File: src/hdl/dls_pkg.sv
// shared types, constants and timer helpers for the door lock supervisor
package dls_pkg;

    localparam int TIMER_BITS = 16;
    localparam int CFG_W      = 16;
    localparam int CFG_IDX_W  = 3;
    localparam int CMP_W      = (TIMER_BITS > CFG_W) ? TIMER_BITS : CFG_W;

    typedef logic [TIMER_BITS-1:0] t_timer;
    typedef logic [CFG_W-1:0]      t_cfg_word;
    typedef logic [CFG_IDX_W-1:0]  t_cfg_idx;

    localparam t_cfg_idx CFG_REED_DEB    = 3'd0;
    localparam t_cfg_idx CFG_LATCH_DEB   = 3'd1;
    localparam t_cfg_idx CFG_BEAM_DEB    = 3'd2;
    localparam t_cfg_idx CFG_MORTISE_DEB = 3'd3;
    localparam t_cfg_idx CFG_PULSE       = 3'd4;
    localparam t_cfg_idx CFG_FLASH       = 3'd5;

    localparam t_cfg_word DEB_RST   = 16'd50;
    localparam t_cfg_word PULSE_RST = 16'd500;
    localparam t_cfg_word FLASH_RST = 16'd250;

    localparam logic BEAM_RST_LEVEL  = 1'b1;
    localparam logic OTHER_RST_LEVEL = 1'b0;

    typedef enum logic [1:0] {
        CMD_TICK   = 2'd0,
        CMD_UNLOCK = 2'd1,
        CMD_READY  = 2'd2
    } t_cmd;

    typedef enum logic [1:0] {
        MODE_INIT     = 2'd0,
        MODE_SECURE   = 2'd1,
        MODE_UNLOCKED = 2'd2,
        MODE_ALARM    = 2'd3
    } t_mode;

    typedef enum logic [2:0] {
        TRIG_NONE          = 3'd0,
        TRIG_SIGNED        = 3'd1,
        TRIG_ALARM_TIMEOUT = 3'd2,
        TRIG_DOOR_CLOSE    = 3'd3,
        TRIG_MORTISE       = 3'd4
    } t_trigger;

    typedef struct packed {
        t_cfg_word reed_deb;
        t_cfg_word latch_deb;
        t_cfg_word beam_deb;
        t_cfg_word mortise_deb;
        t_cfg_word pulse;
        t_cfg_word flash;
    } t_cfg;

    typedef struct packed {
        t_mode    mode;
        t_trigger trigger;
        logic     pulse_on;
        logic     led_lit;
    } t_lock_status;

    typedef struct packed {
        logic [1:0] lock_state;
        logic [2:0] last_trigger;
        logic       solenoid_on;
        logic       alarm_led;
        logic       door_shut;
        logic       latch_engaged;
        logic       beam_broken;
        logic       mortise_thrown;
        logic       door_secure;
    } t_rsp;

    function automatic t_timer timer_inc(input t_timer t);
        return (t == {TIMER_BITS{1'b1}}) ? t : t + t_timer'(1);
    endfunction

    function automatic logic timer_reached(input t_timer t, input t_cfg_word lim);
        return CMP_W'(t) >= CMP_W'(lim);
    endfunction

endpackage

File: src/hdl/dls_req_if.sv
// request channel: command and raw switch levels
interface dls_req_if;
    import dls_pkg::*;

    logic valid;
    logic ready;
    t_cmd cmd;
    logic reed_raw;
    logic latch_raw;
    logic beam_raw;
    logic mortise_raw;

    modport source (output valid, cmd, reed_raw, latch_raw, beam_raw, mortise_raw,
                    input ready);
    modport sink (input valid, cmd, reed_raw, latch_raw, beam_raw, mortise_raw,
                  output ready);
endinterface

File: src/hdl/dls_rsp_if.sv
// status channel: lock state, last trigger, solenoid and alarm outputs and debounced levels
interface dls_rsp_if;
    logic       valid;
    logic       ready;
    logic [1:0] lock_state;
    logic [2:0] last_trigger;
    logic       solenoid_on;
    logic       alarm_led;
    logic       door_shut;
    logic       latch_engaged;
    logic       beam_broken;
    logic       mortise_thrown;
    logic       door_secure;

    modport source (output valid, lock_state, last_trigger, solenoid_on, alarm_led,
                    door_shut, latch_engaged, beam_broken, mortise_thrown, door_secure,
                    input ready);
    modport sink (input valid, lock_state, last_trigger, solenoid_on, alarm_led,
                  door_shut, latch_engaged, beam_broken, mortise_thrown, door_secure,
                  output ready);
endinterface

File: src/hdl/dls_cfg_regs.sv
// configuration register file for debounce, pulse and flash times
module dls_cfg_regs (
    input  logic              i_clk,
    input  logic              i_rst_n,
    input  logic              i_wr_en,
    input  dls_pkg::t_cfg_idx  i_wr_idx,
    input  dls_pkg::t_cfg_word i_wr_data,
    output dls_pkg::t_cfg      o_cfg
);
    import dls_pkg::*;

    t_cfg r_cfg;
    t_cfg n_cfg;

    always_comb begin
        n_cfg = r_cfg;
        if (i_wr_en) begin
            unique case (i_wr_idx)
                CFG_REED_DEB:    n_cfg.reed_deb    = i_wr_data;
                CFG_LATCH_DEB:   n_cfg.latch_deb   = i_wr_data;
                CFG_BEAM_DEB:    n_cfg.beam_deb    = i_wr_data;
                CFG_MORTISE_DEB: n_cfg.mortise_deb = i_wr_data;
                CFG_PULSE:       n_cfg.pulse       = i_wr_data;
                CFG_FLASH:       n_cfg.flash       = i_wr_data;
                default:         n_cfg = r_cfg;
            endcase
        end
    end

    always_ff @(posedge i_clk) begin
        if (!i_rst_n) begin
            r_cfg.reed_deb    <= DEB_RST;
            r_cfg.latch_deb   <= DEB_RST;
            r_cfg.beam_deb    <= DEB_RST;
            r_cfg.mortise_deb <= DEB_RST;
            r_cfg.pulse       <= PULSE_RST;
            r_cfg.flash       <= FLASH_RST;
        end else begin
            r_cfg <= n_cfg;
        end
    end

    assign o_cfg = r_cfg;
endmodule

File: src/hdl/dls_debounce.sv
// debounce qualifier for one switch
module dls_debounce (
    input  logic              i_clk,
    input  logic              i_rst_n,
    input  logic              i_rst_level,
    input  logic              i_tick,
    input  logic              i_raw,
    input  dls_pkg::t_cfg_word i_limit,
    output logic              o_level_next
);
    import dls_pkg::*;

    logic   r_level;
    logic   r_running;
    t_timer r_elapsed;
    logic   n_level;
    logic   n_running;
    t_timer n_elapsed;
    t_timer inc;

    always_comb begin
        inc       = timer_inc(r_elapsed);
        n_level   = r_level;
        n_running = 1'b0;
        n_elapsed = '0;
        if (i_raw != r_level) begin
            if (!r_running) begin
                n_running = 1'b1;
            end else if (timer_reached(inc, i_limit)) begin
                n_level = i_raw;
            end else begin
                n_running = 1'b1;
                n_elapsed = inc;
            end
        end
    end

    always_ff @(posedge i_clk) begin
        if (!i_rst_n) begin
            r_level   <= i_rst_level;
            r_running <= 1'b0;
            r_elapsed <= '0;
        end else if (i_tick) begin
            r_level   <= n_level;
            r_running <= n_running;
            r_elapsed <= n_elapsed;
        end
    end

    // level after this request, whether or not it is a tick
    assign o_level_next = i_tick ? n_level : r_level;
endmodule

File: src/hdl/dls_lock_fsm.sv
// lock state machine with solenoid pulse and alarm flash timers
module dls_lock_fsm (
    input  logic                 i_clk,
    input  logic                 i_rst_n,
    input  logic                 i_go,
    input  dls_pkg::t_cmd         i_cmd,
    input  logic                 i_reed,
    input  logic                 i_latch,
    input  logic                 i_mortise,
    input  dls_pkg::t_cfg_word    i_pulse_ms,
    input  dls_pkg::t_cfg_word    i_flash_ms,
    output dls_pkg::t_lock_status o_status
);
    import dls_pkg::*;

    t_mode    r_mode;
    t_trigger r_trigger;
    logic     r_pulse;
    t_timer   r_pulse_el;
    logic     r_led;
    t_timer   r_flash_el;

    t_mode    n_mode;
    t_trigger n_trigger;
    logic     n_pulse;
    t_timer   n_pulse_el;
    logic     n_led;
    t_timer   n_flash_el;

    t_timer   pulse_inc;
    t_timer   flash_inc;

    always_comb begin
        pulse_inc  = timer_inc(r_pulse_el);
        flash_inc  = timer_inc(r_flash_el);
        n_mode     = r_mode;
        n_trigger  = r_trigger;
        n_pulse    = r_pulse;
        n_pulse_el = r_pulse_el;
        n_led      = r_led;
        n_flash_el = r_flash_el;
        unique case (i_cmd)
            CMD_TICK: begin
                unique case (r_mode)
                    MODE_SECURE: begin
                        if (!(i_reed && i_latch)) begin
                            if (r_pulse || !i_latch) begin
                                n_mode    = MODE_UNLOCKED;
                                n_trigger = TRIG_SIGNED;
                            end else if (!i_reed) begin
                                n_mode    = MODE_ALARM;
                                n_trigger = TRIG_ALARM_TIMEOUT;
                            end
                        end
                    end
                    MODE_UNLOCKED: begin
                        if (i_latch) begin
                            n_mode    = MODE_SECURE;
                            n_trigger = TRIG_DOOR_CLOSE;
                        end else if (i_mortise) begin
                            n_mode    = MODE_ALARM;
                            n_trigger = TRIG_MORTISE;
                        end
                    end
                    MODE_ALARM: begin
                        if (!i_mortise && i_latch && i_reed) begin
                            n_mode    = MODE_SECURE;
                            n_trigger = TRIG_DOOR_CLOSE;
                        end
                    end
                    default: n_mode = r_mode;
                endcase
                if (r_pulse) begin
                    n_pulse_el = pulse_inc;
                    if (timer_reached(pulse_inc, i_pulse_ms)) begin
                        n_pulse = 1'b0;
                    end
                end
                n_flash_el = flash_inc;
                if (n_mode == MODE_ALARM && timer_reached(flash_inc, i_flash_ms)) begin
                    n_led      = !r_led;
                    n_flash_el = '0;
                end
            end
            CMD_UNLOCK: begin
                n_pulse    = 1'b1;
                n_pulse_el = '0;
                n_mode     = MODE_UNLOCKED;
                n_trigger  = TRIG_SIGNED;
            end
            CMD_READY: begin
                if (r_mode == MODE_INIT) begin
                    n_mode = MODE_SECURE;
                end
            end
            default: n_mode = r_mode;
        endcase
    end

    always_ff @(posedge i_clk) begin
        if (!i_rst_n) begin
            r_mode     <= MODE_INIT;
            r_trigger  <= TRIG_NONE;
            r_pulse    <= 1'b0;
            r_pulse_el <= '0;
            r_led      <= 1'b0;
            r_flash_el <= '0;
        end else if (i_go) begin
            r_mode     <= n_mode;
            r_trigger  <= n_trigger;
            r_pulse    <= n_pulse;
            r_pulse_el <= n_pulse_el;
            r_led      <= n_led;
            r_flash_el <= n_flash_el;
        end
    end

    assign o_status.mode     = n_mode;
    assign o_status.trigger  = n_trigger;
    assign o_status.pulse_on = n_pulse;
    assign o_status.led_lit  = n_led;
endmodule

File: src/hdl/door_lock_supervisor_unit.sv
// door lock supervisor top level
//
//  channel   dir  handshake        payload
//  i_req     in   valid / ready    cmd, reed_raw, latch_raw, beam_raw, mortise_raw
//  o_rsp     out  valid / ready    lock_state, last_trigger, solenoid_on, alarm_led,
//                                  door_shut, latch_engaged, beam_broken,
//                                  mortise_thrown, door_secure
//  i_cfg_*   in   write enable     i_cfg_idx, i_cfg_data
//
// one request per cycle back to back while o_rsp is ready; an accepted request is held
// in the input register, then its status is loaded into the status register on o_rsp
// reset is synchronous and leaves every config register at its default
// a held status stops the input register; one more request can still enter it while
// it is empty, after that the input stalls until the status is taken
module door_lock_supervisor_unit (
    input  logic               i_clk,
    input  logic               i_rst_n,
    dls_req_if.sink            i_req,
    dls_rsp_if.source          o_rsp,
    input  logic               i_cfg_wr_en,
    input  dls_pkg::t_cfg_idx   i_cfg_idx,
    input  dls_pkg::t_cfg_word  i_cfg_data
);
    import dls_pkg::*;

    t_cfg         cfg;
    t_lock_status status;

    logic r_in_valid;
    t_cmd r_cmd;
    logic r_reed_raw;
    logic r_latch_raw;
    logic r_beam_raw;
    logic r_mortise_raw;

    logic r_out_valid;
    t_rsp r_out;
    t_rsp n_out;

    logic go;
    logic tick;
    logic accept;
    logic reed_lvl;
    logic latch_lvl;
    logic beam_lvl;
    logic mortise_lvl;

    assign go     = r_in_valid && (!r_out_valid || o_rsp.ready);
    assign tick   = go && (r_cmd == CMD_TICK);
    assign accept = i_req.valid && i_req.ready;

    assign i_req.ready = !r_in_valid || go;

    dls_cfg_regs u_cfg (
        .i_clk     (i_clk),
        .i_rst_n   (i_rst_n),
        .i_wr_en   (i_cfg_wr_en),
        .i_wr_idx  (i_cfg_idx),
        .i_wr_data (i_cfg_data),
        .o_cfg     (cfg)
    );

    dls_debounce u_deb_reed (
        .i_clk        (i_clk),
        .i_rst_n      (i_rst_n),
        .i_rst_level  (OTHER_RST_LEVEL),
        .i_tick       (tick),
        .i_raw        (r_reed_raw),
        .i_limit      (cfg.reed_deb),
        .o_level_next (reed_lvl)
    );

    dls_debounce u_deb_latch (
        .i_clk        (i_clk),
        .i_rst_n      (i_rst_n),
        .i_rst_level  (OTHER_RST_LEVEL),
        .i_tick       (tick),
        .i_raw        (r_latch_raw),
        .i_limit      (cfg.latch_deb),
        .o_level_next (latch_lvl)
    );

    dls_debounce u_deb_beam (
        .i_clk        (i_clk),
        .i_rst_n      (i_rst_n),
        .i_rst_level  (BEAM_RST_LEVEL),
        .i_tick       (tick),
        .i_raw        (r_beam_raw),
        .i_limit      (cfg.beam_deb),
        .o_level_next (beam_lvl)
    );

    dls_debounce u_deb_mortise (
        .i_clk        (i_clk),
        .i_rst_n      (i_rst_n),
        .i_rst_level  (OTHER_RST_LEVEL),
        .i_tick       (tick),
        .i_raw        (r_mortise_raw),
        .i_limit      (cfg.mortise_deb),
        .o_level_next (mortise_lvl)
    );

    dls_lock_fsm u_fsm (
        .i_clk      (i_clk),
        .i_rst_n    (i_rst_n),
        .i_go       (go),
        .i_cmd      (r_cmd),
        .i_reed     (reed_lvl),
        .i_latch    (latch_lvl),
        .i_mortise  (mortise_lvl),
        .i_pulse_ms (cfg.pulse),
        .i_flash_ms (cfg.flash),
        .o_status   (status)
    );

    always_comb begin
        n_out.lock_state     = status.mode;
        n_out.last_trigger   = status.trigger;
        n_out.solenoid_on    = status.pulse_on;
        n_out.alarm_led      = status.led_lit;
        n_out.door_shut      = reed_lvl;
        n_out.latch_engaged  = latch_lvl;
        n_out.beam_broken    = beam_lvl;
        n_out.mortise_thrown = mortise_lvl;
        n_out.door_secure    = reed_lvl && latch_lvl;
    end

    always_ff @(posedge i_clk) begin
        if (!i_rst_n) begin
            r_in_valid  <= 1'b0;
            r_out_valid <= 1'b0;
        end else begin
            if (accept) begin
                r_in_valid <= 1'b1;
            end else if (go) begin
                r_in_valid <= 1'b0;
            end
            if (go) begin
                r_out_valid <= 1'b1;
            end else if (o_rsp.ready) begin
                r_out_valid <= 1'b0;
            end
        end
    end

    always_ff @(posedge i_clk) begin
        if (accept) begin
            r_cmd         <= i_req.cmd;
            r_reed_raw    <= i_req.reed_raw;
            r_latch_raw   <= i_req.latch_raw;
            r_beam_raw    <= i_req.beam_raw;
            r_mortise_raw <= i_req.mortise_raw;
        end
        if (go) begin
            r_out <= n_out;
        end
    end

    assign o_rsp.valid          = r_out_valid;
    assign o_rsp.lock_state     = r_out.lock_state;
    assign o_rsp.last_trigger   = r_out.last_trigger;
    assign o_rsp.solenoid_on    = r_out.solenoid_on;
    assign o_rsp.alarm_led      = r_out.alarm_led;
    assign o_rsp.door_shut      = r_out.door_shut;
    assign o_rsp.latch_engaged  = r_out.latch_engaged;
    assign o_rsp.beam_broken    = r_out.beam_broken;
    assign o_rsp.mortise_thrown = r_out.mortise_thrown;
    assign o_rsp.door_secure    = r_out.door_secure;
endmodule
File: src/flat_wrapper.sv
// flat-port wrapper written by rule: the top's interface ports become plain ports
module door_lock_supervisor_unit_flat import dls_pkg::*;
  (i_clk, i_rst_n, i_cfg_wr_en, i_cfg_idx, i_cfg_data, i_req_valid, i_req_cmd, i_req_reed_raw, i_req_latch_raw, i_req_beam_raw, i_req_mortise_raw, i_req_ready, o_rsp_valid, o_rsp_lock_state, o_rsp_last_trigger, o_rsp_solenoid_on, o_rsp_alarm_led, o_rsp_door_shut, o_rsp_latch_engaged, o_rsp_beam_broken, o_rsp_mortise_thrown, o_rsp_door_secure, o_rsp_ready);
  dls_req_if i_req_i ();
  dls_rsp_if o_rsp_i ();
  input  logic i_clk;
  input  logic i_rst_n;
  input  logic i_cfg_wr_en;
  input  dls_pkg::t_cfg_idx i_cfg_idx;
  input  dls_pkg::t_cfg_word i_cfg_data;
  input wire logic [$bits(i_req_i.valid)-1:0] i_req_valid;
  input wire logic [$bits(i_req_i.cmd)-1:0] i_req_cmd;
  input wire logic [$bits(i_req_i.reed_raw)-1:0] i_req_reed_raw;
  input wire logic [$bits(i_req_i.latch_raw)-1:0] i_req_latch_raw;
  input wire logic [$bits(i_req_i.beam_raw)-1:0] i_req_beam_raw;
  input wire logic [$bits(i_req_i.mortise_raw)-1:0] i_req_mortise_raw;
  output wire logic [$bits(i_req_i.ready)-1:0] i_req_ready;
  output wire logic [$bits(o_rsp_i.valid)-1:0] o_rsp_valid;
  output wire logic [$bits(o_rsp_i.lock_state)-1:0] o_rsp_lock_state;
  output wire logic [$bits(o_rsp_i.last_trigger)-1:0] o_rsp_last_trigger;
  output wire logic [$bits(o_rsp_i.solenoid_on)-1:0] o_rsp_solenoid_on;
  output wire logic [$bits(o_rsp_i.alarm_led)-1:0] o_rsp_alarm_led;
  output wire logic [$bits(o_rsp_i.door_shut)-1:0] o_rsp_door_shut;
  output wire logic [$bits(o_rsp_i.latch_engaged)-1:0] o_rsp_latch_engaged;
  output wire logic [$bits(o_rsp_i.beam_broken)-1:0] o_rsp_beam_broken;
  output wire logic [$bits(o_rsp_i.mortise_thrown)-1:0] o_rsp_mortise_thrown;
  output wire logic [$bits(o_rsp_i.door_secure)-1:0] o_rsp_door_secure;
  input wire logic [$bits(o_rsp_i.ready)-1:0] o_rsp_ready;
  assign i_req_i.valid = i_req_valid;
  assign i_req_i.cmd = i_req_cmd;
  assign i_req_i.reed_raw = i_req_reed_raw;
  assign i_req_i.latch_raw = i_req_latch_raw;
  assign i_req_i.beam_raw = i_req_beam_raw;
  assign i_req_i.mortise_raw = i_req_mortise_raw;
  assign i_req_ready = i_req_i.ready;
  assign o_rsp_valid = o_rsp_i.valid;
  assign o_rsp_lock_state = o_rsp_i.lock_state;
  assign o_rsp_last_trigger = o_rsp_i.last_trigger;
  assign o_rsp_solenoid_on = o_rsp_i.solenoid_on;
  assign o_rsp_alarm_led = o_rsp_i.alarm_led;
  assign o_rsp_door_shut = o_rsp_i.door_shut;
  assign o_rsp_latch_engaged = o_rsp_i.latch_engaged;
  assign o_rsp_beam_broken = o_rsp_i.beam_broken;
  assign o_rsp_mortise_thrown = o_rsp_i.mortise_thrown;
  assign o_rsp_door_secure = o_rsp_i.door_secure;
  assign o_rsp_i.ready = o_rsp_ready;
  door_lock_supervisor_unit u_core (.i_clk(i_clk), .i_rst_n(i_rst_n), .i_req(i_req_i), .o_rsp(o_rsp_i), .i_cfg_wr_en(i_cfg_wr_en), .i_cfg_idx(i_cfg_idx), .i_cfg_data(i_cfg_data));
endmodule
File: config.mk
export PLATFORM = sky130hd
export DESIGN_NAME = door_lock_supervisor_unit_flat
export DESIGN_NICKNAME = d
export VERILOG_FILES = /design/src/hdl/dls_pkg.sv /design/src/hdl/dls_req_if.sv /design/src/hdl/dls_rsp_if.sv /design/src/hdl/dls_cfg_regs.sv /design/src/hdl/dls_debounce.sv /design/src/hdl/dls_lock_fsm.sv /design/src/hdl/door_lock_supervisor_unit.sv /design/src/flat_wrapper.sv
export SDC_FILE = /design/constraint.sdc
export NUM_CORES = 1
export LEC_CHECK = 0
export BUFFER_PORTS_ARGS = -buffer_cell sky130_fd_sc_hd__buf_4
export CORE_MARGIN = 2
export CORE_UTILIZATION = 57
export DETAILED_ROUTE_END_ITERATION = 6
export GPL_ROUTABILITY_DRIVEN = 0
export PLACE_DENSITY = 0.78
export SYNTH_ARGS = -nofsm -noshare
export SYNTH_HDL_FRONTEND = slang
export SYNTH_SLANG_ARGS = --single-unit
File: constraint.sdc
create_clock -name i_clk -period 3.8 [get_ports i_clk]
set_input_delay 0.38 -clock i_clk [delete_from_list [all_inputs] [get_ports i_clk]]
set_output_delay 0.38 -clock i_clk [all_outputs]
set_load 0.02 [all_outputs]
==> summary.md, run 1 <==
| Metric | Value |
|---|---|
| Share of cells above drive strength 1 | `0.205` |
| Max incr delay on CP | `0.33 ns` |
| Leakage | `6.68 nW` |
| CTS Root Cell | `clkbuf_16` |
| Vias in the first global route | `roughly 12000` |
| Final worst slack | `-0.263 ns` |
| Die H | `approximately 150 um` |
| DR top layer | `met4` |
| Peak supply drop | `0.325 mV` |
| Synth Warn # | `0` |
| Slowest CP cell | `dfxtp_2` |
| Final-report max-slew violation count | `0` |
| All-Layer GR Usage | `0.290` |
| 1st-iter DRT viols | `roughly 1200` |
| Hold path depth | `1` |
| Int Pwr | `0.00391 W` |
| Initial antenna violation count | `0` |
| Die width | `around 150 um` |
| Reg2reg setup slack | `-0.26 ns` |
| R2R cell count | `22` |
| Final setup viols | `28` |
| Number of cells on the critical path | `22` |
| Metal3 WL | `approximately 2400 um` |
| Syn Nets | `between 1500 and 2000` |
| Rel. slew slack | `0.194` |
| Worst-path clk slew | `0.06 ns` |
| Tot Pwr | `approximately 0.0052 W` |
| Post-synthesis cell count | `1639` |
| Outcome | `finished with violations` |
| Register share of total power | `0.478` |
| Fin area | `about 0.016 mm^2` |
| Critical-path cell list | `nand4_1, buf_4, buf_4, buf_4, buf_4, buf_4, buf_4, nor3_1, xor2_1, ha_1, a21oi_1, nor3_1, a211oi_2, a21oi_2, mux2i_1, buf_4, buf_12, buf_12, buf_4, o211ai_1, a21oi_1, a21o_1` |
| 1st-pass router iterations | `5` |
| TritonCTS Sinks | `approximately 230` |
| # DRC | `0` |
| Nets | `just under 2000` |
| Crit path max-delay family | `buffers and inverters` |
| Reg2reg end | `u_core.o_rsp.last_trigger[2]$_DFFE_PP_` |
| Number of port buffers | `43` |
| Hold buffer count at cts | `0` |
| EDFF count, synth | `18` |
| Synthesized cell area | `0.0130 mm^2` |
| Final WL | `36500 um` |
| Switching share of total power | `0.245` |
| Fin crit period | `~4.1 ns` |
| Worst-Skew Late Latency | `0.54 ns` |
| CP Data Arrival Time | `4.35 ns` |
| Drt wl/cell | `17.3 um` |
| Least-Margin Pin Slew | `1.20 ns` |
| Grt total ovfl | `0` |
| Hold EP | `u_core.r_beam_raw$_DFFE_PP_` |
| Final hold violations | `0` |
| Vias/cell | `5.95` |
| RSZ-0062 raised after global routing | `true` |
| Buf/Inv on CP | `10` |
| Startpoint types | `flip-flop` |
| Final HPWL DP | `about 24000 um` |
| Crit Path Category | `flip-flop to flip-flop` |
| Largest net degree at the start of global routing | `140` |
| Clock Tree Buf Depth | `3` |
| Total Die Area | `~0.024 mm^2` |
| H-Tree Depth | `1` |
| Worst-path fanout max | `6` |
| Post-DP Area | `0.0144 mm^2` |
| DR vias | `approximately 13000` |
| CP most frequent cell | `buf_4` |
| CP Capture Type | `flip-flop` |
| Crit share post-route | `1.07` |
| Number of core rows | `55` |
| Wire length on met1 | `15300 um` |
| Async SR Flop Fraction | `0` |
| Maximum clock frequency | `246 MHz` |
| Combinational fraction of design power | `0.063` |
| Worst R2R Start | `u_core.u_deb_latch.r_elapsed[7]$_SDFFE_PN0P_` |
| Layout area overhead | `23.4%` |
| Worst hold path class | `input pin to flip-flop` |
| Top_reg_cell synth | `dfxtp_1` |
| Max Cap Viol | `0` |
| WP data required | `about 4 ns` |
| Hold Startpoint | `i_req_beam_raw` |
| Clk pwr share | `0.459` |
| Failing checks | `negative setup slack` |
| WL met2 | `17100 um` |
| P_sw | `0.00127 W` |
| Register area share after synthesis | `0.365` |
| First-pass GRT wire length | `roughly 57000 um` |
| Starting Density | `0.576` |
| Synth Register Bits | `about 230` |
| Total power divided by cell area | `324 mW/mm^2` |
| Core box area | `0.0225 mm^2` |
| Clock skew | `about 0.012 ns` |
| Mapped Avg Cell Area | `7.91 um^2` |
| Io pins | `44` |
| CTS tree | `yes` |
| Remaining antenna violation count after routing | `0` |
| Number of diodes | `0` |
| Cts bufs inserted | `26` |
| Distinct cell type count after synthesis | `74` |
flip-flops by register name (all words and copies together), names as in the netlist, 2 cells and up:
signal                          flops
u_core.o_rsp.lock_state             2
u_core.u_cfg.o_cfg                 96
u_core.u_fsm.r_flash_el            16
u_core.r_cmd                        2
u_core.u_fsm.r_pulse_el            16
u_core.o_rsp.last_trigger           3
u_core.u_deb_beam.r_elapsed        16
u_core.u_deb_latch.r_elapsed       16
u_core.u_deb_reed.r_elapsed        16
u_core.u_fsm.r_mode                 2
u_core.u_deb_mortise.r_elapsed     16
u_core.u_fsm.r_trigger              3
synthesized netlist by cell type (11+ instances only):
cell type / n / area (um^2)
a211oi_1: 11 / 82.6
a21o_1: 25 / 188
a21oi_1: 165 / 826
a22o_1: 20 / 175
a22oi_1: 25 / 188
a31oi_1: 17 / 106
and3_1: 21 / 131
clkbuf_1: 66 / 248
dfxtp_1: 209 / 4180
edfxtp_1: 18 / 541
ha_1: 102 / 1280
inv_1: 119 / 447
nand2_1: 299 / 1120
nand3_1: 58 / 290
nand4_1: 30 / 188
nor2_1: 119 / 447
nor3_1: 34 / 170
o211ai_1: 33 / 248
o21ai_0: 45 / 225
o21ai_1: 11 / 55.1
xnor2_1: 48 / 420
xor2_1: 21 / 184
worst max-delay path by stage:
stage                                                       from                                      end  slack [ns]
finish              u_core.u_deb_latch.r_elapsed[7]$_SDFFE_PN0P_   u_core.o_rsp.last_trigger[2]$_DFFE_PP_       -0.26
global route        u_core.u_deb_latch.r_elapsed[7]$_SDFFE_PN0P_   u_core.o_rsp.last_trigger[2]$_DFFE_PP_       -0.58
CTS                  u_core.u_deb_reed.r_elapsed[7]$_SDFFE_PN0P_          u_core.u_fsm.r_led$_SDFFE_PN0P_       -0.11
detailed placement  u_core.u_deb_latch.r_elapsed[6]$_SDFFE_PN0P_  u_core.u_fsm.r_flash_el[3]$_SDFFE_PN0P_       -0.23
global placement     u_core.u_deb_reed.r_elapsed[6]$_SDFFE_PN0P_  u_core.u_fsm.r_flash_el[3]$_SDFFE_PN0P_       -0.05
floorplan           u_core.u_deb_latch.r_elapsed[4]$_SDFFE_PN0P_          u_core.u_fsm.r_led$_SDFFE_PN0P_       0.005
timing repair:
action,CTS,global route
pin swaps,32,54
resized for setup,44,83
buffers inserted,12,18
endpoints found under the setup margin,46,72
gates cloned,1,4
final cells by class:
class                   count  area [um^2]
clock buffers              33          698
clock inverters            15         96.3
fillers                  1719         6520
inverters                 121          464
multi-input cells        1216         7950
flip-flops and latches    227         4740
well taps                 285          357
repair buffers            211         1680
kinds of logic (layout without fill, tap and decap cells):
| family | count (synthesis) | count (layout) | synth area share |
|---|---|---|---|
| AOI/OAI and AO/OA | 393 | 393 | 0.193 |
| buffers and inverters | 197 | 380 | 0.0585 |
| and+or+nand+nor | 635 | 636 | 0.225 |
| xor gates and xnor gates | 69 | 69 | 0.0466 |
| DFF | 227 | 227 | 0.365 |
| muxes | 16 | 16 | 0.0143 |
| adders and majority gates | 102 | 102 | 0.0985 |
per-layer routing:
layer | track usage | vias to the layer above
met5 | 0 | -
met4 | 0.136 | 0
met3 | 0.0417 | 111
met2 | 0.482 | 424
met1 | 0.375 | 5944
li1 | - | 6054
cells in the final DEF (no fill, tap or decap), types with 10 or more instances in the layout:
cell / netlist / routed
a22oi_1: 25 / 25
a21oi_1: 165 / 156
nand3_1: 58 / 45
clkbuf_16: 0 / 27
dfxtp_1: 209 / 198
o211ai_1: 33 / 33
nand2_1: 299 / 292
mux2_2: 10 / 10
inv_1: 119 / 118
nand4_1: 30 / 30
a21o_1: 25 / 25
ha_1: 102 / 102
edfxtp_1: 18 / 18
nor2_1: 119 / 113
buf_4: 1 / 194
xnor2_1: 48 / 47
and3_1: 21 / 18
buf_6: 1 / 10
xor2_1: 21 / 19
nor3_1: 34 / 26
nand3_2: 0 / 12
a31oi_1: 17 / 15
o21ai_0: 45 / 33
a22o_1: 20 / 20
o21ai_1: 11 / 16
per-stage QoR:
step	util	TNS (ns)	hold slack [ns]	instances	setup slack (ns)
6_report	0.710	-4.49	0.0240	2108	-0.263
5_1_grt	0.710	-13.58	0.0156	2108	-0.578
4_1_cts	0.688	-1.17	0.0107	2086	-0.113
3_5_place_dp	0.642	-4.88	0.447	2026	-0.227
3_3_place_gp	0.642	-0.417	0.442	2026	-0.0542
2_1_floorplan	-	0	0.436	1639	0.00514
power groups by stage:
stage | Clock (W) | Sequential, W | Combinational, W
finish | 0.00238 | 0.00248 | 0.000326
global route | 0.00248 | 0.00248 | 0.000352
CTS | 0.00239 | 0.00248 | 0.000309
detailed placement | 0 | 0.00253 | 0.000305
global placement | 0 | 0.00253 | 0.000296
floorplan | 0 | 0.00253 | 0.000176
Note: power is estimated with default switching activity, not from simulation.
==> run 2, diff against run 1 <==
HOLD_SLACK_MARGIN = 0.15   (was default)
SLEW_MARGIN = 20   (was default)
==> run 2 against run 1 <==
The run still ends with negative setup slack left. Register-to-register slack about the same. Die area unchanged. Non-clock buffer count up 8. Combinational power up 2%. Sequential power is essentially flat. Cell area rose by 0.65%. Sequential share of layout area fell by 0.19 points.
==> summary.md, run 2 (synthesis gave the netlist of run 1 again) <==
| Metric | Value |
|---|---|
| CTS tree | `yes` |
| Final HPWL DP | `24100 um` |
| Number of diodes | `0` |
| Die width | `155 um` |
| DR vias | `roughly 13000` |
| Worst R2R Start | `u_core.u_deb_latch.r_elapsed[7]$_SDFFE_PN0P_` |
| Die H | `155 um` |
| H-Tree Depth | `1` |
| Peak supply drop | `0.324 mV` |
| Most common cell after layout, fill and taps aside | `nand2_1` |
| RSZ-0062 raised after global routing | `true` |
| Maximum clock frequency | `between 200 and 250 MHz` |
| Max Cap Viol | `0` |
| Rel. slew slack | `0.467` |
| Starting Density | `0.576` |
| Most frequent cells in the layout | `292 x nand2_1, 198 x dfxtp_1, 193 x buf_4, 155 x a21oi_1, 118 x inv_1` |
| Final-report max-slew violation count | `0` |
| Grt total ovfl | `0` |
| Least-Margin Pin Slew | `0.799 ns` |
| CP most frequent cell | `buf_4` |
| Max incr delay on CP | `0.33 ns` |
| Startpoint types | `flip-flop` |
| Final worst slack | `-0.264 ns` |
| Tot Pwr | `between 0.005 and 0.006 W` |
| Final WL | `36800 um` |
| Number of core rows | `55` |
| Total Die Area | `0.0240 mm^2` |
| Failing checks | `negative setup slack` |
| CTS Root Cell | `clkbuf_16` |
| Initial antenna violation count | `0` |
| Nets | `1943` |
| TritonCTS Sinks | `227` |
| Critical-path cell list | `nand4_1, buf_4, buf_4, buf_4, buf_4, buf_4, buf_4, nor3_1, xor2_1, ha_1, a21oi_1, nor3_1, a211oi_2, a21oi_2, mux2i_1, buf_4, buf_12, buf_12, buf_4, o211ai_1, a21oi_1, a21o_1` |
| Cts bufs inserted | `26` |
| Drt wl/cell | `17.4 um` |
| Clock Tree Buf Depth | `3` |
| Final hold violations | `0` |
| Layout area overhead | `24.2%` |
| Core box area | `roughly 0.023 mm^2` |
| Share of cells above drive strength 1 | `0.207` |
| Vias in the first global route | `between 10000 and 15000` |
| CP Data Arrival Time | `about 4.4 ns` |
| Remaining antenna violation count after routing | `0` |
| Vias/cell | `around 5.9` |
| 1st-iter DRT viols | `~1100` |
| Io pins | `44` |
| Number of port buffers | `43` |
| Total power divided by cell area | `323 mW/mm^2` |
| CP Capture Type | `flip-flop` |
| Leakage | `slightly below 7 nW` |
| First-pass GRT wire length | `57700 um` |
| Largest net degree at the start of global routing | `between 100 and 150` |
| Crit Path Category | `flip-flop to flip-flop` |
| Worst-path clk slew | `0.06 ns` |
| Hold Startpoint | `i_cfg_data[6]` |
| Fin crit period | `4.06 ns` |
| Crit share post-route | `1.07` |
| WP data required | `roughly 4.1 ns` |
| All-Layer GR Usage | `0.292` |
| Hold Worst Slack | `roughly 0.17 ns` |
| Slowest CP cell | `dfxtp_2` |
| Worst-path fanout max | `6` |
| Max FFs per register | `96` |
| Outcome | `finished with violations` |
| Crit path launch | `u_core.u_deb_latch.r_elapsed[7]$_SDFFE_PN0P_` |
| Final setup viols | `27` |
| Clock skew | `0.00963 ns` |
| 1st-pass router iterations | `6` |
| # DRC | `0` |
| Worst hold path class | `input pin to flip-flop` |
| Worst-Skew Late Latency | `0.54 ns` |
==> run 2: cell count changes in the layout (fill, tap and decap cells not counted), sizes merged <==
cell / previous run / this run
buf: 209 / 208
clkbuf: 33 / 34
dlygate4sd3: 0 / 8
==> run 2: stage by stage <==
step	setup TNS, ns	cells	instance area (um^2)	setup slack [ns]	util
6_report	-4.33	2116	16100	-0.264	0.715
5_1_grt	-13.55	2116	16100	-0.578	0.715
4_1_cts	-1.17	2094	15600	-0.113	0.692
3_5_place_dp	-4.88	2026	14400	-0.227	0.642
3_3_place_gp	-0.417	2026	14400	-0.0542	0.642
2_1_floorplan	0	1639	13000	0.00514	-
==> run 2: final timing paths <==
kind	to	slack, ns	cells after the start
max	u_core.o_rsp.last_trigger[2]$_DFFE_PP_	-0.26	22
min	u_core.u_cfg.o_cfg[70]$_SDFFE_PN0P_	0.17	3
max reg2reg	u_core.o_rsp.last_trigger[2]$_DFFE_PP_	-0.26	22
min reg2reg	u_core.u_cfg.o_cfg[77]$_SDFFE_PN0P_	0.45	2
==> run 2: power breakdown <==
part	switching, W	total [W]	internal [W]
clock	0.00102	0.00238	0.00136
combinational	0.000225	0.000333	0.000108
sequential	0.0000283	0.00248	0.00245
==> run 2: timing repair <==
| action | 4_1_cts | 5_1_grt |
|---|---|---|
| cloned | 1 | 4 |
| endpoints found under the hold margin | 8 | 0 |
| resized for setup | 44 | 87 |
| pin swaps | 32 | 58 |
| endpoints found under the setup margin | 46 | 72 |
| buffers inserted | 12 | 18 |
| hold buffers | 8 | 0 |
==> run 2: final cells by class <==
type / count / area [um^2]
clock inverters: 15 / 96.3
fillers: 1696 / 6410
well taps: 285 / 357
clock buffers: 33 / 698
multi-input cells: 1216 / 7970
flip-flops and latches: 227 / 4740
repair buffers: 219 / 1760
inverters: 121 / 464
==> run 2: critical path: cells and delay by family (launching register included) <==
family / cells / cell delay, ns
adder cells (fa/ha/maj): 1 / 0.28
AO/OA/AOI/OAI: 6 / 1.05
flip-flops: 1 / 0.33
buffers and inverters: 10 / 1.34
multiplexers: 1 / 0.13
AND/OR/NAND/NOR: 3 / 0.43
XOR/XNOR: 1 / 0.26
==> run 2: per-layer routing <==
layer	part of all wire	routed length, um	track usage	up-vias
met4	0.047	1710	0.138	0
met5	0	0	0	-
li1	-	-	-	6073
met1	0.42	15400	0.376	5910
met2	0.47	17200	0.486	439
met3	0.067	2460	0.0423	103
==> run 3, diff against run 2 <==
CORE_UTILIZATION = 60   (was 57)
clock period = 3.77 ns   (was 3.8 ns; I/O delays follow)
==> run 3 against run 2 <==
The run still ends with negative setup slack left. Power rose by 2.2%. Sequential share of layout area decreased by 0.52 points. Wire length up 5.1%. Cell count hardly changed. Register-to-register slack got worse by 0.32 ns. Clock power up 4%. Sequential power about the same. Cell area up 1.8%. Non-clock buffer count grew 16. Maximum frequency shrank 6.8%. Critical endpoint is now u_core.u_fsm.r_flash_el[8]$_SDFFE_PN0P_. Largest cell class unchanged. Highest routed layer unchanged.
==> summary.md, run 3 (synthesis gave the netlist of run 1 again) <==
| Metric | Value |
|---|---|
| Outcome | `finished with violations` |
| Failing checks | `negative setup slack` |
| Final non-filler cell total | `2118` |
| Final WL | `38700 um` |
| CP Capture Type | `flip-flop` |
| Worst-path clk slew | `0.06 ns` |
| Share of cells above drive strength 1 | `0.230` |
| Nets | `1958` |
| Io pins | `44` |
| Fin crit period | `4.36 ns` |
| DR vias | `12900` |
| Remaining antenna violation count after routing | `0` |
| Core box area | `0.0211 mm^2` |
| Crit Path Category | `flip-flop to flip-flop` |
| RSZ-0062 raised after global routing | `true` |
| Least-Margin Pin Slew | `0.803 ns` |
| # DRC | `0` |
| Core Util, Final | `0.776` |
| Clock Tree Buf Depth | `3` |
| Largest net degree at the start of global routing | `111` |
| Hold Worst Slack | `0.161 ns` |
| Final HPWL DP | `24700 um` |
| Number of diodes | `0` |
| CP Data Arrival Time | `4.79 ns` |
| Leakage | `6.88 nW` |
| CP most frequent cell | `nand4_1` |
| Clock skew | `0.0179 ns` |
| Worst-Skew Late Latency | `0.53 ns` |
| Worst-path fanout max | `7` |
| Final-report max-slew violation count | `0` |
| Worst R2R Start | `u_core.u_deb_reed.r_elapsed[5]$_SDFFE_PN0P_` |
| Vias in the first global route | `12200` |
| Grt total ovfl | `0` |
| Crit path max-delay family | `simple AND/OR/NAND/NOR gates` |
| Max incr delay on CP | `between 0.4 and 0.5 ns` |
| Post-DP Area | `0.0145 mm^2` |
| Final worst slack | `-0.589 ns` |
| Critical-path cell list | `nand4_1, nor4_2, and2_1, a21oi_2, nor2b_4, nand4_1, xnor2_1, ha_1, a21oi_2, o21ai_2, a2111oi_4, a21oi_4, mux2i_4, inv_4, a211oi_4, nor3_4, buf_6, nand4_1, a31oi_2` |
| Total power divided by cell area | `about 320 mW/mm^2` |
| Placed cells | `~2000` |
| Slowest CP cell | `nor4_2` |
| Maximum clock frequency | `229 MHz` |
| 1st-iter DRT viols | `1010` |
| Startpoint types | `flip-flop` |
| Starting Density | `0.615` |
| Number of port buffers | `43` |
| Rel. slew slack | `0.464` |
| Cts bufs inserted | `26` |
| First-pass GRT wire length | `58900 um` |
| Die H | `151 um` |
| Setup TNS | `-13.80 ns` |
| Final hold violations | `0` |
| Layout area overhead | `26.3%` |
| 1st-pass router iterations | `5` |
| H-Tree Depth | `1` |
| All-Layer GR Usage | `0.318` |
| Total Die Area | `0.0228 mm^2` |
| Die width | `~150 um` |
| Crit path launch | `u_core.u_deb_reed.r_elapsed[5]$_SDFFE_PN0P_` |
| Hold Startpoint | `i_cfg_data[9]` |
| Buf/Inv on CP | `2` |
| Vias/cell | `6.07` |
| Peak supply drop | `0.344 mV` |
| CTS tree | `yes` |
| Max FFs per register | `96` |
| Final setup viols | `38` |
| Fin area | `0.0164 mm^2` |
| TritonCTS Sinks | `227` |
| Most frequent cells in the layout | `288 x nand2_1, 212 x buf_4, 198 x dfxtp_1, 150 x a21oi_1, 118 x inv_1` |
| Initial antenna violation count | `0` |
| CTS Root Cell | `clkbuf_16` |
| Crit share post-route | `1.16` |
| Drt wl/cell | `between 15 and 20 um` |
| Number of core rows | `53` |
| Fillers | `1424` |
| Worst hold path class | `input pin to flip-flop` |
| WP data required | `4.21 ns` |
| Most common cell after layout, fill and taps aside | `nand2_1` |
| Max Cap Viol | `0` |
## run 3: changes by cell type in the layout (fill, tap and decap cells not counted), moves of 3 or more
cell and change:
buf_4 +19, clkinv_1 -7, clkbuf_8 +6, nor2_2 +6, a21oi_1 -5, nor2_1 -5
a21oi_2 +4, buf_6 +4, nand2_1 -4, nand2_2 +4, nand3_1 -4, buf_12 -3
nand3_2 +3
## run 3: final timing paths
path | end | slack [ns] | cells after the start
max | u_core.u_fsm.r_flash_el[8]$_SDFFE_PN0P_ | -0.59 | 19
min | u_core.u_cfg.o_cfg[89]$_SDFFE_PN0P_ | 0.16 | 3
max reg2reg | u_core.u_fsm.r_flash_el[8]$_SDFFE_PN0P_ | -0.59 | 19
min reg2reg | u_core.u_cfg.o_cfg[29]$_SDFFE_PN0P_ | 0.45 | 2
## run 3: per-layer routing
metal | vias to the layer above | GRT usage | wire [um]
li1 | 6091 | - | -
met2 | 514 | 0.532 | 18300
met4 | 0 | 0.147 | 1960
met1 | 6118 | 0.403 | 15700
met3 | 129 | 0.0527 | 2670
met5 | - | 0 | 0
## run 3: final cells by class
class                           count  area [um^2]  area share
Multi-Input combinational cell   1215         8130       0.497
Timing Repair Buffer              235         1850       0.113
Inverter                          121          467      0.0285
Sequential cell                   227         4740       0.290
Tap cell                          275          344      0.0210
Clock buffer                       40          806      0.0492
Clock inverter                      5         27.5     0.00168
## run 3: worst min-delay path: stages
cell,delay [ns]
buf_4,0.15
nand2_1,0.06
a21oi_1,0.05
## run 3: through the flow
step	power, W	setup WS [ns]
5_1_grt	0.00544	-0.681
2_1_floorplan	0.00272	-0.0131
3_5_place_dp	0.00285	-0.315
6_report	0.00531	-0.589
3_3_place_gp	0.00284	-0.147
4_1_cts	0.00529	-0.170
## run 3: where the power goes
part / internal (W) / switching, W
clock: 0.00146 / 0.00101
sequential: 0.00247 / 0.0000291
combinational: 0.000111 / 0.000231
## run 3: repair_timing
item / CTS / global route
pin swaps: 53 / 56
hold endpoints to repair: 7 / 0
resized for setup: 62 / 103
endpoints found under the setup margin: 30 / 73
cloned: 1 / 1
hold buffers: 7 / 0
buffers inserted: 16 / 18
